<file path="config.mk">
export PLATFORM = sky130hd
export DESIGN_NAME = sorted_linked_queue
export DESIGN_NICKNAME = d
export VERILOG_FILES = /design/src/hdl/slq_pkg.sv /design/src/hdl/slq_ram.sv /design/src/hdl/sorted_linked_queue.sv
export VERILOG_INCLUDE_DIRS = /design/src /design/src/hdl
export SDC_FILE = /design/constraint.sdc
export NUM_CORES = 2
export LEC_CHECK = 0
export ABC_AREA = 0
export BUFFER_PORTS_ARGS = -buffer_cell sky130_fd_sc_hd__buf_4
export CAP_MARGIN = 10
export CORE_MARGIN = 2
export CORE_UTILIZATION = 60
export CTS_CLUSTER_DIAMETER = 60
export DETAILED_ROUTE_END_ITERATION = 7
export PLACE_DENSITY = 0.88
export SLEW_MARGIN = 20
export SYNTH_ARGS = -nofsm -noshare
export SYNTH_HDL_FRONTEND = slang
export SYNTH_HIERARCHICAL = 1
export SYNTH_SLANG_ARGS = --single-unit
</file>
<file path="constraint.sdc">
create_clock -name clk_i -period 17 [get_ports clk_i]
set_input_delay 1.7 -clock clk_i [delete_from_list [all_inputs] [get_ports clk_i]]
set_output_delay 1.7 -clock clk_i [all_outputs]
set_load 0.005 [all_outputs]
</file>
<file path="src/hdl/sorted_linked_queue_assert.svh">
// Assertion macros for the sorted linked queue.
`ifndef SORTED_LINKED_QUEUE_ASSERT_SVH
`define SORTED_LINKED_QUEUE_ASSERT_SVH

// Check a property on every clock edge outside reset.
`define SLQ_ASSERT_HOLDS(label, prop, msg) \
  label: assert property (@(posedge clk_i) disable iff (!rst_ni) prop) \
    else $error(msg);

// Check that a condition leads to a consequence in the next cycle.
`define SLQ_ASSERT_NEXT(label, trig, cons, msg) \
  label: assert property (@(posedge clk_i) disable iff (!rst_ni) (trig) |=> (cons)) \
    else $error(msg);

`endif

</file>
<file path="src/hdl/slq_pkg.sv">
// Shared types and constants of the sorted linked queue.
`default_nettype none

package slq_pkg;

  localparam int unsigned CMD_W    = 2;
  localparam int unsigned KEY_W    = 64;
  localparam int unsigned HANDLE_W = 4;
  localparam int unsigned STATUS_W = 2;
  localparam int unsigned COUNT_W  = 5;

  localparam logic [CMD_W-1:0] CMD_PUSH  = 2'd0;
  localparam logic [CMD_W-1:0] CMD_POP   = 2'd1;
  localparam logic [CMD_W-1:0] CMD_QUERY = 2'd2;

  localparam logic [STATUS_W-1:0] STATUS_OK      = 2'd0;
  localparam logic [STATUS_W-1:0] STATUS_FULL    = 2'd1;
  localparam logic [STATUS_W-1:0] STATUS_INVALID = 2'd2;

  typedef enum logic [3:0] {
    ST_CLEAR,
    ST_IDLE,
    ST_PUSH_RD,
    ST_PUSH_FREE,
    ST_WALK_RD,
    ST_WALK_CMP,
    ST_LINK1,
    ST_LINK2,
    ST_POP_RD,
    ST_POP_CHK,
    ST_POP_UNLINK,
    ST_POP_FREE,
    ST_RESP
  } state_e;

endpackage

`default_nettype wire

</file>
<file path="src/hdl/slq_ram.sv">
// Generic single-write, single-read RAM with registered read data.
`default_nettype none

module slq_ram #(
  parameter int unsigned WIDTH = 8,
  parameter int unsigned DEPTH = 16
) (
  input  wire logic                     clk_i,
  input  wire logic                     we_i,
  input  wire logic [$clog2(DEPTH)-1:0] waddr_i,
  input  wire logic [WIDTH-1:0]         wdata_i,
  input  wire logic [$clog2(DEPTH)-1:0] raddr_i,
  output logic      [WIDTH-1:0]         rdata_o
);

  logic [WIDTH-1:0] mem_q [DEPTH];
  logic [WIDTH-1:0] rdata_q;

  always_ff @(posedge clk_i) begin
    if (we_i) begin
      mem_q[waddr_i] <= wdata_i;
    end
    rdata_q <= mem_q[raddr_i];
  end

  assign rdata_o = rdata_q;

endmodule

`default_nettype wire

</file>
<file path="src/hdl/sorted_linked_queue.sv">
// Sorted linked queue: node pool with a key-ordered doubly linked list.
//
// Input channel (in_valid_i/in_ready_o) takes one word per command: push key,
// pop handle, or query. Output channel (out_valid_o/out_ready_i) returns one
// word per command with status, the handle given on push, head and tail keys,
// head handle, entry count and an empty flag, all after the command.
// Commands are handled one at a time; in_ready_o is high only while no
// command is in work. A query goes straight to the response; a push answers
// at once if the pool is full, else takes a node off the free chain, walks
// back from the tail past at most the entry count of nodes while their keys
// are above its own, and links the new node. A pop reads and checks the node
// (a handle not in use is answered there), unlinks it and frees it. Each
// walk step reads one node from the key and link RAMs and compares keys in
// the next cycle. After reset the link RAMs are initialized one node per
// cycle, with in_ready_o low; the queue then starts empty.
// A finished result is held in the output register while the receiver
// stalls; the next command may be accepted meanwhile, and its result waits
// until the output register is free.
`default_nettype none

`include "sorted_linked_queue_assert.svh"

module sorted_linked_queue #(
  parameter int unsigned NODE_COUNT = 16,
  parameter int unsigned KEY_BITS   = 64
) (
  input  wire logic                           clk_i,
  input  wire logic                           rst_ni,
  input  wire logic                           in_valid_i,
  output logic                                in_ready_o,
  input  wire logic [slq_pkg::CMD_W-1:0]      command_i,
  input  wire logic [slq_pkg::KEY_W-1:0]      key_i,
  input  wire logic [slq_pkg::HANDLE_W-1:0]   handle_i,
  output logic                                out_valid_o,
  input  wire logic                           out_ready_i,
  output logic      [slq_pkg::STATUS_W-1:0]   status_o,
  output logic      [slq_pkg::HANDLE_W-1:0]   new_handle_o,
  output logic      [slq_pkg::KEY_W-1:0]      head_key_o,
  output logic      [slq_pkg::KEY_W-1:0]      tail_key_o,
  output logic      [slq_pkg::HANDLE_W-1:0]   head_handle_o,
  output logic      [slq_pkg::COUNT_W-1:0]    entry_count_o,
  output logic                                is_empty_o
);

  localparam int unsigned IW = $clog2(NODE_COUNT);
  localparam int unsigned PW = $clog2(NODE_COUNT + 1);
  localparam logic [PW-1:0] END_PTR  = PW'(NODE_COUNT);
  localparam logic [IW-1:0] LAST_IDX = IW'(NODE_COUNT - 1);

  slq_pkg::state_e state_q, state_d;

  logic [IW-1:0] clr_q, clr_d;
  logic [PW-1:0] head_q, head_d;
  logic [PW-1:0] tail_q, tail_d;
  logic [PW-1:0] free_q, free_d;
  logic [PW-1:0] count_q, count_d;
  logic          out_valid_q, out_valid_d;

  logic [KEY_BITS-1:0]          key_q, key_d;
  logic [slq_pkg::HANDLE_W-1:0] hdl_q, hdl_d;
  logic [IW-1:0]                node_q, node_d;
  logic [PW-1:0]                prv_q, prv_d;
  logic [PW-1:0]                nxt_q, nxt_d;
  logic [KEY_BITS-1:0]          head_key_q, head_key_d;
  logic [KEY_BITS-1:0]          tail_key_q, tail_key_d;
  logic [slq_pkg::STATUS_W-1:0] res_status_q, res_status_d;
  logic [slq_pkg::HANDLE_W-1:0] res_handle_q, res_handle_d;

  logic [slq_pkg::STATUS_W-1:0] o_status_q, o_status_d;
  logic [slq_pkg::HANDLE_W-1:0] o_new_handle_q, o_new_handle_d;
  logic [slq_pkg::KEY_W-1:0]    o_head_key_q, o_head_key_d;
  logic [slq_pkg::KEY_W-1:0]    o_tail_key_q, o_tail_key_d;
  logic [slq_pkg::HANDLE_W-1:0] o_head_handle_q, o_head_handle_d;
  logic [slq_pkg::COUNT_W-1:0]  o_count_q, o_count_d;
  logic                         o_empty_q, o_empty_d;

  logic                key_we;
  logic [IW-1:0]       key_waddr, key_raddr;
  logic [KEY_BITS-1:0] key_rdata;
  logic                next_we;
  logic [IW-1:0]       next_waddr;
  logic [PW-1:0]       next_wdata, next_rdata;
  logic                prev_we;
  logic [IW-1:0]       prev_waddr;
  logic [PW-1:0]       prev_wdata, prev_rdata;
  logic                use_we;
  logic [IW-1:0]       use_waddr;
  logic                use_wdata, use_rdata;
  logic [IW-1:0]       link_raddr;

  logic [IW-1:0] hdl_idx;
  logic          hdl_in_range;
  logic          empty;

  assign hdl_idx      = IW'(hdl_q);
  assign hdl_in_range = 32'(hdl_q) < NODE_COUNT;
  assign empty        = (count_q == '0);

  slq_ram #(.WIDTH(KEY_BITS), .DEPTH(NODE_COUNT)) u_key_ram (
    .clk_i   (clk_i),
    .we_i    (key_we),
    .waddr_i (key_waddr),
    .wdata_i (key_q),
    .raddr_i (key_raddr),
    .rdata_o (key_rdata)
  );

  slq_ram #(.WIDTH(PW), .DEPTH(NODE_COUNT)) u_next_ram (
    .clk_i   (clk_i),
    .we_i    (next_we),
    .waddr_i (next_waddr),
    .wdata_i (next_wdata),
    .raddr_i (link_raddr),
    .rdata_o (next_rdata)
  );

  slq_ram #(.WIDTH(PW), .DEPTH(NODE_COUNT)) u_prev_ram (
    .clk_i   (clk_i),
    .we_i    (prev_we),
    .waddr_i (prev_waddr),
    .wdata_i (prev_wdata),
    .raddr_i (link_raddr),
    .rdata_o (prev_rdata)
  );

  slq_ram #(.WIDTH(1), .DEPTH(NODE_COUNT)) u_use_ram (
    .clk_i   (clk_i),
    .we_i    (use_we),
    .waddr_i (use_waddr),
    .wdata_i (use_wdata),
    .raddr_i (link_raddr),
    .rdata_o (use_rdata)
  );

  always_comb begin
    state_d      = state_q;
    clr_d        = clr_q;
    head_d       = head_q;
    tail_d       = tail_q;
    free_d       = free_q;
    count_d      = count_q;
    out_valid_d  = out_valid_q;
    key_d        = key_q;
    hdl_d        = hdl_q;
    node_d       = node_q;
    prv_d        = prv_q;
    nxt_d        = nxt_q;
    head_key_d   = head_key_q;
    tail_key_d   = tail_key_q;
    res_status_d = res_status_q;
    res_handle_d = res_handle_q;

    o_status_d      = o_status_q;
    o_new_handle_d  = o_new_handle_q;
    o_head_key_d    = o_head_key_q;
    o_tail_key_d    = o_tail_key_q;
    o_head_handle_d = o_head_handle_q;
    o_count_d       = o_count_q;
    o_empty_d       = o_empty_q;

    key_we     = 1'b0;
    key_waddr  = node_q;
    key_raddr  = prv_q[IW-1:0];
    next_we    = 1'b0;
    next_waddr = node_q;
    next_wdata = nxt_q;
    prev_we    = 1'b0;
    prev_waddr = node_q;
    prev_wdata = prv_q;
    use_we     = 1'b0;
    use_waddr  = node_q;
    use_wdata  = 1'b0;
    link_raddr = prv_q[IW-1:0];
    in_ready_o = 1'b0;

    if (out_valid_q && out_ready_i) begin
      out_valid_d = 1'b0;
    end

    case (state_q)
      slq_pkg::ST_CLEAR: begin
        next_we    = 1'b1;
        next_waddr = clr_q;
        next_wdata = PW'(clr_q) + PW'(1);
        prev_we    = 1'b1;
        prev_waddr = clr_q;
        prev_wdata = END_PTR;
        use_we     = 1'b1;
        use_waddr  = clr_q;
        use_wdata  = 1'b0;
        clr_d      = clr_q + IW'(1);
        if (clr_q == LAST_IDX) begin
          state_d = slq_pkg::ST_IDLE;
        end
      end
      slq_pkg::ST_IDLE: begin
        in_ready_o = 1'b1;
        if (in_valid_i) begin
          key_d        = key_i[KEY_BITS-1:0];
          hdl_d        = handle_i;
          res_status_d = slq_pkg::STATUS_OK;
          res_handle_d = '0;
          case (command_i)
            slq_pkg::CMD_PUSH: state_d = slq_pkg::ST_PUSH_RD;
            slq_pkg::CMD_POP:  state_d = slq_pkg::ST_POP_RD;
            default:           state_d = slq_pkg::ST_RESP;
          endcase
        end
      end
      slq_pkg::ST_PUSH_RD: begin
        if (free_q == END_PTR) begin
          res_status_d = slq_pkg::STATUS_FULL;
          state_d      = slq_pkg::ST_RESP;
        end else begin
          link_raddr = free_q[IW-1:0];
          node_d     = free_q[IW-1:0];
          prv_d      = tail_q;
          state_d    = slq_pkg::ST_PUSH_FREE;
        end
      end
      slq_pkg::ST_PUSH_FREE: begin
        free_d  = next_rdata;
        state_d = slq_pkg::ST_WALK_RD;
      end
      slq_pkg::ST_WALK_RD: begin
        if (prv_q == END_PTR) begin
          state_d = slq_pkg::ST_LINK1;
        end else begin
          link_raddr = prv_q[IW-1:0];
          key_raddr  = prv_q[IW-1:0];
          state_d    = slq_pkg::ST_WALK_CMP;
        end
      end
      slq_pkg::ST_WALK_CMP: begin
        if (key_rdata > key_q) begin
          prv_d   = prev_rdata;
          state_d = slq_pkg::ST_WALK_RD;
        end else begin
          nxt_d   = next_rdata;
          state_d = slq_pkg::ST_LINK1;
        end
      end
      slq_pkg::ST_LINK1: begin
        next_we      = 1'b1;
        next_waddr   = node_q;
        next_wdata   = (prv_q == END_PTR) ? head_q : nxt_q;
        prev_we      = 1'b1;
        prev_waddr   = node_q;
        prev_wdata   = prv_q;
        use_we       = 1'b1;
        use_waddr    = node_q;
        use_wdata    = 1'b1;
        key_we       = 1'b1;
        key_waddr    = node_q;
        res_handle_d = slq_pkg::HANDLE_W'(node_q);
        state_d      = slq_pkg::ST_LINK2;
      end
      slq_pkg::ST_LINK2: begin
        count_d = count_q + PW'(1);
        if (prv_q == END_PTR) begin
          head_d     = PW'(node_q);
          head_key_d = key_q;
          if (head_q != END_PTR) begin
            prev_we    = 1'b1;
            prev_waddr = head_q[IW-1:0];
            prev_wdata = PW'(node_q);
          end else begin
            tail_d     = PW'(node_q);
            tail_key_d = key_q;
          end
        end else begin
          next_we    = 1'b1;
          next_waddr = prv_q[IW-1:0];
          next_wdata = PW'(node_q);
          if (nxt_q != END_PTR) begin
            prev_we    = 1'b1;
            prev_waddr = nxt_q[IW-1:0];
            prev_wdata = PW'(node_q);
          end else begin
            tail_d     = PW'(node_q);
            tail_key_d = key_q;
          end
        end
        state_d = slq_pkg::ST_RESP;
      end
      slq_pkg::ST_POP_RD: begin
        if (!hdl_in_range) begin
          res_status_d = slq_pkg::STATUS_INVALID;
          state_d      = slq_pkg::ST_RESP;
        end else begin
          link_raddr = hdl_idx;
          node_d     = hdl_idx;
          state_d    = slq_pkg::ST_POP_CHK;
        end
      end
      slq_pkg::ST_POP_CHK: begin
        if (!use_rdata) begin
          res_status_d = slq_pkg::STATUS_INVALID;
          state_d      = slq_pkg::ST_RESP;
        end else begin
          prv_d   = prev_rdata;
          nxt_d   = next_rdata;
          state_d = slq_pkg::ST_POP_UNLINK;
        end
      end
      slq_pkg::ST_POP_UNLINK: begin
        use_we    = 1'b1;
        use_waddr = node_q;
        use_wdata = 1'b0;
        if (prv_q != END_PTR) begin
          next_we    = 1'b1;
          next_waddr = prv_q[IW-1:0];
          next_wdata = nxt_q;
        end else begin
          head_d = nxt_q;
        end
        if (nxt_q != END_PTR) begin
          prev_we    = 1'b1;
          prev_waddr = nxt_q[IW-1:0];
          prev_wdata = prv_q;
        end else begin
          tail_d = prv_q;
        end
        key_raddr = (prv_q == END_PTR) ? nxt_q[IW-1:0] : prv_q[IW-1:0];
        state_d   = slq_pkg::ST_POP_FREE;
      end
      slq_pkg::ST_POP_FREE: begin
        next_we    = 1'b1;
        next_waddr = node_q;
        next_wdata = free_q;
        prev_we    = 1'b1;
        prev_waddr = node_q;
        prev_wdata = END_PTR;
        free_d     = PW'(node_q);
        count_d    = count_q - PW'(1);
        if (prv_q == END_PTR && nxt_q != END_PTR) begin
          head_key_d = key_rdata;
        end
        if (nxt_q == END_PTR && prv_q != END_PTR) begin
          tail_key_d = key_rdata;
        end
        state_d = slq_pkg::ST_RESP;
      end
      slq_pkg::ST_RESP: begin
        if (!out_valid_q || out_ready_i) begin
          out_valid_d     = 1'b1;
          o_status_d      = res_status_q;
          o_new_handle_d  = res_handle_q;
          o_head_key_d    = empty ? '0 : slq_pkg::KEY_W'(head_key_q);
          o_tail_key_d    = empty ? '0 : slq_pkg::KEY_W'(tail_key_q);
          o_head_handle_d = empty ? '0 : slq_pkg::HANDLE_W'(head_q);
          o_count_d       = slq_pkg::COUNT_W'(count_q);
          o_empty_d       = empty;
          state_d         = slq_pkg::ST_IDLE;
        end
      end
      default: begin
        state_d = slq_pkg::ST_IDLE;
      end
    endcase
  end

  always_ff @(posedge clk_i or negedge rst_ni) begin
    if (!rst_ni) begin
      state_q     <= slq_pkg::ST_CLEAR;
      clr_q       <= '0;
      head_q      <= END_PTR;
      tail_q      <= END_PTR;
      free_q      <= '0;
      count_q     <= '0;
      out_valid_q <= 1'b0;
    end else begin
      state_q     <= state_d;
      clr_q       <= clr_d;
      head_q      <= head_d;
      tail_q      <= tail_d;
      free_q      <= free_d;
      count_q     <= count_d;
      out_valid_q <= out_valid_d;
    end
  end

  always_ff @(posedge clk_i) begin
    key_q           <= key_d;
    hdl_q           <= hdl_d;
    node_q          <= node_d;
    prv_q           <= prv_d;
    nxt_q           <= nxt_d;
    head_key_q      <= head_key_d;
    tail_key_q      <= tail_key_d;
    res_status_q    <= res_status_d;
    res_handle_q    <= res_handle_d;
    o_status_q      <= o_status_d;
    o_new_handle_q  <= o_new_handle_d;
    o_head_key_q    <= o_head_key_d;
    o_tail_key_q    <= o_tail_key_d;
    o_head_handle_q <= o_head_handle_d;
    o_count_q       <= o_count_d;
    o_empty_q       <= o_empty_d;
  end

  assign out_valid_o   = out_valid_q;
  assign status_o      = o_status_q;
  assign new_handle_o  = o_new_handle_q;
  assign head_key_o    = o_head_key_q;
  assign tail_key_o    = o_tail_key_q;
  assign head_handle_o = o_head_handle_q;
  assign entry_count_o = o_count_q;
  assign is_empty_o    = o_empty_q;

  `SLQ_ASSERT_HOLDS(a_count_bound, count_q <= END_PTR, "entry count above pool size")
  `SLQ_ASSERT_HOLDS(a_head_empty,
    (state_q == slq_pkg::ST_IDLE) |-> ((count_q == '0) == (head_q == END_PTR)),
    "head pointer disagrees with entry count")
  `SLQ_ASSERT_HOLDS(a_tail_empty,
    (state_q == slq_pkg::ST_IDLE) |-> ((count_q == '0) == (tail_q == END_PTR)),
    "tail pointer disagrees with entry count")
  `SLQ_ASSERT_HOLDS(a_free_full,
    (state_q == slq_pkg::ST_IDLE) |-> ((free_q == END_PTR) == (count_q == END_PTR)),
    "free chain disagrees with entry count")
  `SLQ_ASSERT_NEXT(a_full_hold,
    state_q == slq_pkg::ST_PUSH_RD && free_q == END_PTR, $stable(count_q),
    "full push changed entry count")

endmodule

`default_nettype wire

</file>
Word-level counts from Yosys, hierarchy flattened
Memory sizes are Yosys's and may differ from the RTL's. A register that Yosys moved wholly into a read port is not among the register bits.
Index checks and enable logic that the tools add are counted.
W data, S select, Z words.
{"block": "classes", "add_sub_neg": 4, "order_cmp": 1, "n_eq_ne": 36, "n_mux": 82, "n_reduce_logical": 32}
{"cell": "$mux W64", "count": 6}
{"cell": "$pmux W64 S2", "count": 2}
{"cell": "$mux W5", "count": 16}
{"cell": "$gt A64 B64 Y1", "count": 1}
{"cell": "$mux W4", "count": 15}
{"cell": "$pmux W5 S2", "count": 6}
{"cell": "$pmux W4 S12", "count": 1}
{"cell": "$pmux W4 S2", "count": 4}
{"cell": "$ne A2 B2 Y1 const B", "count": 13}
{"cell": "$eq A4 B4 Y1 const B", "count": 6}
{"cell": "$pmux W4 S3", "count": 2}
{"cell": "$pmux W5 S4", "count": 1}
{"cell": "$mux W1", "count": 19}
{"cell": "$eq A4 B3 Y1 const B", "count": 4}
{"cell": "$reduce_and A4 Y1", "count": 4}
{"cell": "$eq A5 B5 Y1 const B", "count": 3}
{"cell": "$ne A5 B5 Y1 const B", "count": 3}
{"cell": "$pmux W5 S3", "count": 1}
{"cell": "$reduce_and A3 Y1", "count": 4}
{"cell": "$reduce_bool A2 Y1", "count": 6}
{"cell": "$mux W2", "count": 5}
{"cell": "$eq A4 B2 Y1 const B", "count": 2}
{"cell": "$reduce_and A2 Y1", "count": 4}
{"cell": "$ne A3 B3 Y1 const B", "count": 2}
{"cell": "19 further kinds", "count": 25}
{"block": "word_totals", "regBits": 389, "ramBits": 1200, "input_bits": 74, "output_inout_bits": 146, "word_cells": 182, "mem_count": 4}
{"memory": "u_key_ram.mem_q", "depth": 16, "word_bits": 64, "rd": 1, "rd_clocked_by_memory_dff": 1, "write_ports": 1, "line": "slq_ram.sv:16", "source": "logic [WIDTH-1:0] mem_q [DEPTH];"}
{"memory": "u_next_ram.mem_q", "depth": 16, "word_bits": 5, "rd": 1, "rd_clocked_by_memory_dff": 1, "write_ports": 1, "line": "slq_ram.sv:16"}
{"memory": "u_prev_ram.mem_q", "depth": 16, "word_bits": 5, "rd": 1, "rd_clocked_by_memory_dff": 1, "write_ports": 1, "line": "slq_ram.sv:16"}
{"memory": "u_use_ram.mem_q", "depth": 16, "word_bits": 1, "rd": 1, "rd_clocked_by_memory_dff": 1, "write_ports": 1, "line": "slq_ram.sv:16"}

Depth between registers and ports, before layout
{"block": "logic_depth", "word_depth": 6, "mapped_depth": 12}

By module
The synthesis kept the hierarchy.
{"mod": "slq_ram at u_key_ram", "instances": 1, "cells_per_inst": 1647, "area_per_inst_um2": 39581.7, "seq_area_each_um2": 32030.7}
{"mod": "sorted_linked_queue", "instances": 1, "cells_per_inst": 1233, "area_per_inst_um2": 16669.7, "seq_area_each_um2": 11538.6}
{"mod": "slq_ram at u_next_ram ...", "instances": 2, "cells_per_inst": 155, "area_per_inst_um2": 3213.1, "seq_area_each_um2": 2502.4}
{"mod": "slq_ram at u_use_ram", "instances": 1, "cells_per_inst": 47, "area_per_inst_um2": 745.7, "seq_area_each_um2": 500.5}

Least setup slack after synthesis
No wires, ideal clock.
{"block": "synth_path", "path_kind": "in2reg", "start": "input out_ready_i", "end": "register o_count_q, in the netlist entry_count_o[0], enable pin", "setup_time_ns": 0.650, "arrival_ns": 7.734, "required_time_ns": 16.350, "slack_ns": 8.616, "cell_stages": 2, "n_path_buf": 0, "cell_sequence": "nor2b_1 -> nor2_1"}
{"block": "synth_via", "elab_chain_len": 2}
{"item": "from (decl)", "line": "sorted_linked_queue.sv:35", "source": "input wire logic out_ready_i,"}
{"item": "$logic_or A1 B1 Y1", "line": "sorted_linked_queue.sv:345", "source": "if (!out_valid_q || out_ready_i) begin"}
{"item": "$reduce_and A2 Y1 (no source line)"}
{"item": "to (signal assigned)", "line": "sorted_linked_queue.sv:398", "source": "o_count_q <= o_count_d;"}
{"item": "to (decl)", "line": "sorted_linked_queue.sv:74", "source": "logic [slq_pkg::COUNT_W-1:0] o_count_q, o_count_d;"}
Every way passes these cells.
A chain may end at the register's enable or synchronous reset.

Worst setup path after layout
{"block": "layout_path", "start": "register state_q[1]", "end": "register u_key_ram.rdata_q[57], in the netlist u_key_ram/rdata_o[57], read port of u_key_ram.mem_q"}
{"block": "layout_via", "elab_chain_len": 2}
{"item": "from (decl)", "line": "sorted_linked_queue.sv:50", "source": "slq_pkg::state_e state_q, state_d;"}
{"item": "from (signal assigned)", "line": "sorted_linked_queue.sv:365", "source": "state_q <= slq_pkg::ST_CLEAR;"}
{"item": "from (signal assigned)", "line": "sorted_linked_queue.sv:373", "source": "state_q <= state_d;"}
{"item": "$eq A4 B4 Y1", "line": "sorted_linked_queue.sv:180", "source": "case (state_q)"}
{"item": "$mux W4"}
{"item": "net key_raddr[1]", "line": "sorted_linked_queue.sv:78", "source": "logic [IW-1:0] key_waddr, key_raddr;"}
{"item": "to (decl)", "line": "slq_ram.sv:17", "source": "logic [WIDTH-1:0] rdata_q;"}
The timed path passes the listed nets, and every way through them passes these cells.

==> summary.txt <==
Global routing
  • Gr ovfl total: 0
  • Global-route wire length before repair: 233000 um
  • Pin count of the biggest net entering global routing: 139
  • All-Layer GR Usage: 29.9%
  • Initial antenna violation count: 8
  • Vias in the first global route: 35.4k

Power and ir drop
  • Sw Share: 29.1%
  • Pwr dens: 154 nW/um2
  • Combinational Power Share: 19.5%
  • Sequential power share: 48.0%
  • Psw: 3.22 mW
  • Peak supply drop: 0.158 mV
  • Lkg Pwr: 23.9 nW
  • Internal Power: 7.84 mW
  • Clock power share: 32.5%

Setup path
  • CP Capture Type: flip-flop
  • CP required: 17630 ps
  • Worst setup path category: reg2reg
  • Crit Path Max Fanout: 138
  • CP Launch Type: flip-flop
  • Critical Path AT: 6130 ps

STA
  • Worst-Margin Slew: 1170 ps
  • Final hold vios: 0
  • Period utilisation layout: 32.3%
  • Tmin final: 5490 ps
  • Unrepaired setup endpoints after global routing: false
  • Setup Skew: 39.3 ps
  • Slew Viols, Final: 0
  • Max Freq: 0.182 GHz
  • Setup Viol. Count Final: 0
  • Worst rel slew slack: 21.1%
  • TNS Setup: 0 ps

Synthesis
  • #FFs+latches synth: 1664
  • Synth top area share: 73.9%
  • Most area-consuming cells after synthesis: edfxtp_1 74%, mux4_2 11%, dfxtp_1 2.4%, a22oi_1 1.7%, nor2b_1 1.4%
  • Syn_nets: 3380
  • Synth Cell Area: 63400 um2
  • Post-Synthesis Cells: 3237
  • Synth Flop Type: edfxtp_1
  • Cell variety after synth: 72
  • Cell taking the most area after synthesis: edfxtp_1
  • Register area share after synthesis: 77.4%
  • Syn avg cell area: 19.6 um2
  • Post-synth ARST share: 1.74%
  • Most frequent cells after synthesis: 1560 x edfxtp_1, 296 x mux4_2, 220 x nand2_1, 144 x nor2b_1, 141 x a22oi_1
  • Most frequent cell after synthesis: edfxtp_1
  • Yosys synthesis warning count: 6
  • Post-synth EDFFs: 1560

Clock network
  • Clk slew on worst S/H paths: 60 ps
  • TritonCTS clock tree: built
  • Post-CTS Setup Repair Bufs: 0
  • Max Buffers Root-to-Sink: 3
  • Sinks on Clock Net: 1664
  • H-tree depth: 4
  • Root buffer cell: clkbuf_16
  • CTS buffer count: 160
  • Cts repair resizes: 0
  • Cts hold-fix bufs: 0
  • Skew-Pair Late Insertion Delay: 780 ps

Floorplan
  • Die ar.: 108000 um2
  • Initial Util: 60.3%
  • Boundary Pins: 220
  • Site row count: 119
  • Die Wd: 329 um
  • Chip Height: 329 um
  • Core Area: 105000 um2

Layout
  • Register area: 49100 um2
  • Final net count: 3669
  • Final core utilization: 68.5%
  • Layout area overhead: 13.5%
  • Layout fillers: 5969
  • Area taken by multi-input logic gates: 13500 um2
  • # diodes: 0
  • Share of cells above drive strength 1: 23.9%

Status
  • Status: complete, but fails checks
  • Violated checks: DRC

Detailed routing
  • Initial DRC Count: 5616
  • Wirelength per Cell: 32.0 um
  • Routed WL: 161000 um
  • DR vias/cell: 6.81
  • First-pass DRT Iterations: 8
  • # DRC: 17
  • Antenna viol nets, final: 0
  • Via count: 34.4k

Placed design
  • Number of port buffers: 219
  • Hpwl dp: 82000 um
  • Placer Congestion: 0.931

Worst hold path
  • HP Class: reg2reg

Flow run
  • Max Cap Viol: 0
[layout make-up]
type                    instances  share of cell area [%]
inverters                      82                   0.431
well taps                    1391                    2.42
multi-input cells            1347                    18.7
clock inverters                87                    1.35
flip-flops and latches       1664                    68.2
repair buffers                271                    2.90
clock buffers                 209                    6.03
[layout by cell type, fill, tap and decap left out, types with 64 or more instances in the layout]
cell type,instances
edfxtp_1,1560
dfxtp_1,75
a22oi_1,141
clkbuf_16,161
nor2_1,64
buf_4,267
nor2b_1,142
ha_1,68
inv_1,80
nand2_1,220
o21ai_0,100
mux4_2,296
[critical path, stage by stage (launching register included)]
cell     delay (ps)
dfrtp_1         700
nor2b_1         510
nand2_2         340
nor2_1          420
a21o_4          650
buf_12          640
buf_4           970
mux4_2          450
a22oi_1         260
nand2_1         120
[registers in the layout, indices dropped and copies added, names as in the netlist, 5 cells and up]
name                cells
tail_key_q             64
nxt_q                   5
u_next_ram/mem_q       80
free_q                  5
tail_key_o             64
head_key_q             64
head_q                  5
u_use_ram/mem_q        16
prv_q                   5
u_next_ram/rdata_o      5
key_q                  64
entry_count_o           5
head_key_o             64
count_q                 5
u_prev_ram/rdata_o      5
u_key_ram/rdata_o      64
tail_q                  5
u_prev_ram/mem_q       80
u_key_ram/mem_q      1024
[power by group through the flow]
stage          combinational (mW)  sequential, mW  clock [mW]
3_5_place_dp                 2.02            5.36           0
2_1_floorplan                1.48            5.23           0
5_1_grt                      2.29            5.33        3.75
3_3_place_gp                 1.92            5.33           0
4_1_cts                      2.11            5.29        3.61
6_report                     2.16            5.30        3.59
[cell families after synthesis]
kind of cell    count (synthesis)  synth area share, %
mux                           321                 11.0
flops                        1664                 77.4
fa+ha+maj                      69                 1.37
buf+inv                       226                 1.73
simple gates                  595                 4.69
compound gates                352                 3.67
xor+xnor                       10                0.138
[metal layers]
metal,vias up,global-route usage (%),share of wire [%]
met3,655,7.59,13
met4,8,15.3,5.5
li1,13600,-,-
met1,17200,37.6,33
met2,3004,48.5,49
met5,-,0,0.033
[metrics by stage]
step,cells,cell area (um2),hold WS (ps),setup slack (ps),power [mW]
after detailed placement,4752,66600,405,11900,7.39
after global routing,5051,72000,423,11380,11.4
after global placement,4752,66600,404,12060,7.25
after CTS,5048,71900,420,11730,11.0
after floorplan,3237,63400,400,8620,6.71
final,5051,72000,418,11510,11.1
[worst paths after layout]
check	start	endpoint	slack [ps]	cells past startpoint
setup / recovery	state_q[1]	u_key_ram/rdata_o[57]	11510	9
hold / removal	res_status_q[0]	status_o[0]	420	0
setup reg to reg	state_q[1]	u_key_ram/rdata_o[57]	11510	9
hold reg to reg	res_status_q[0]	status_o[0]	420	0
max in group asynchronous	rst_ni	head_q[4]	15790	1
min in group asynchronous	rst_ni	head_q[0]	870	1
(Power assumes the default switching activity.)
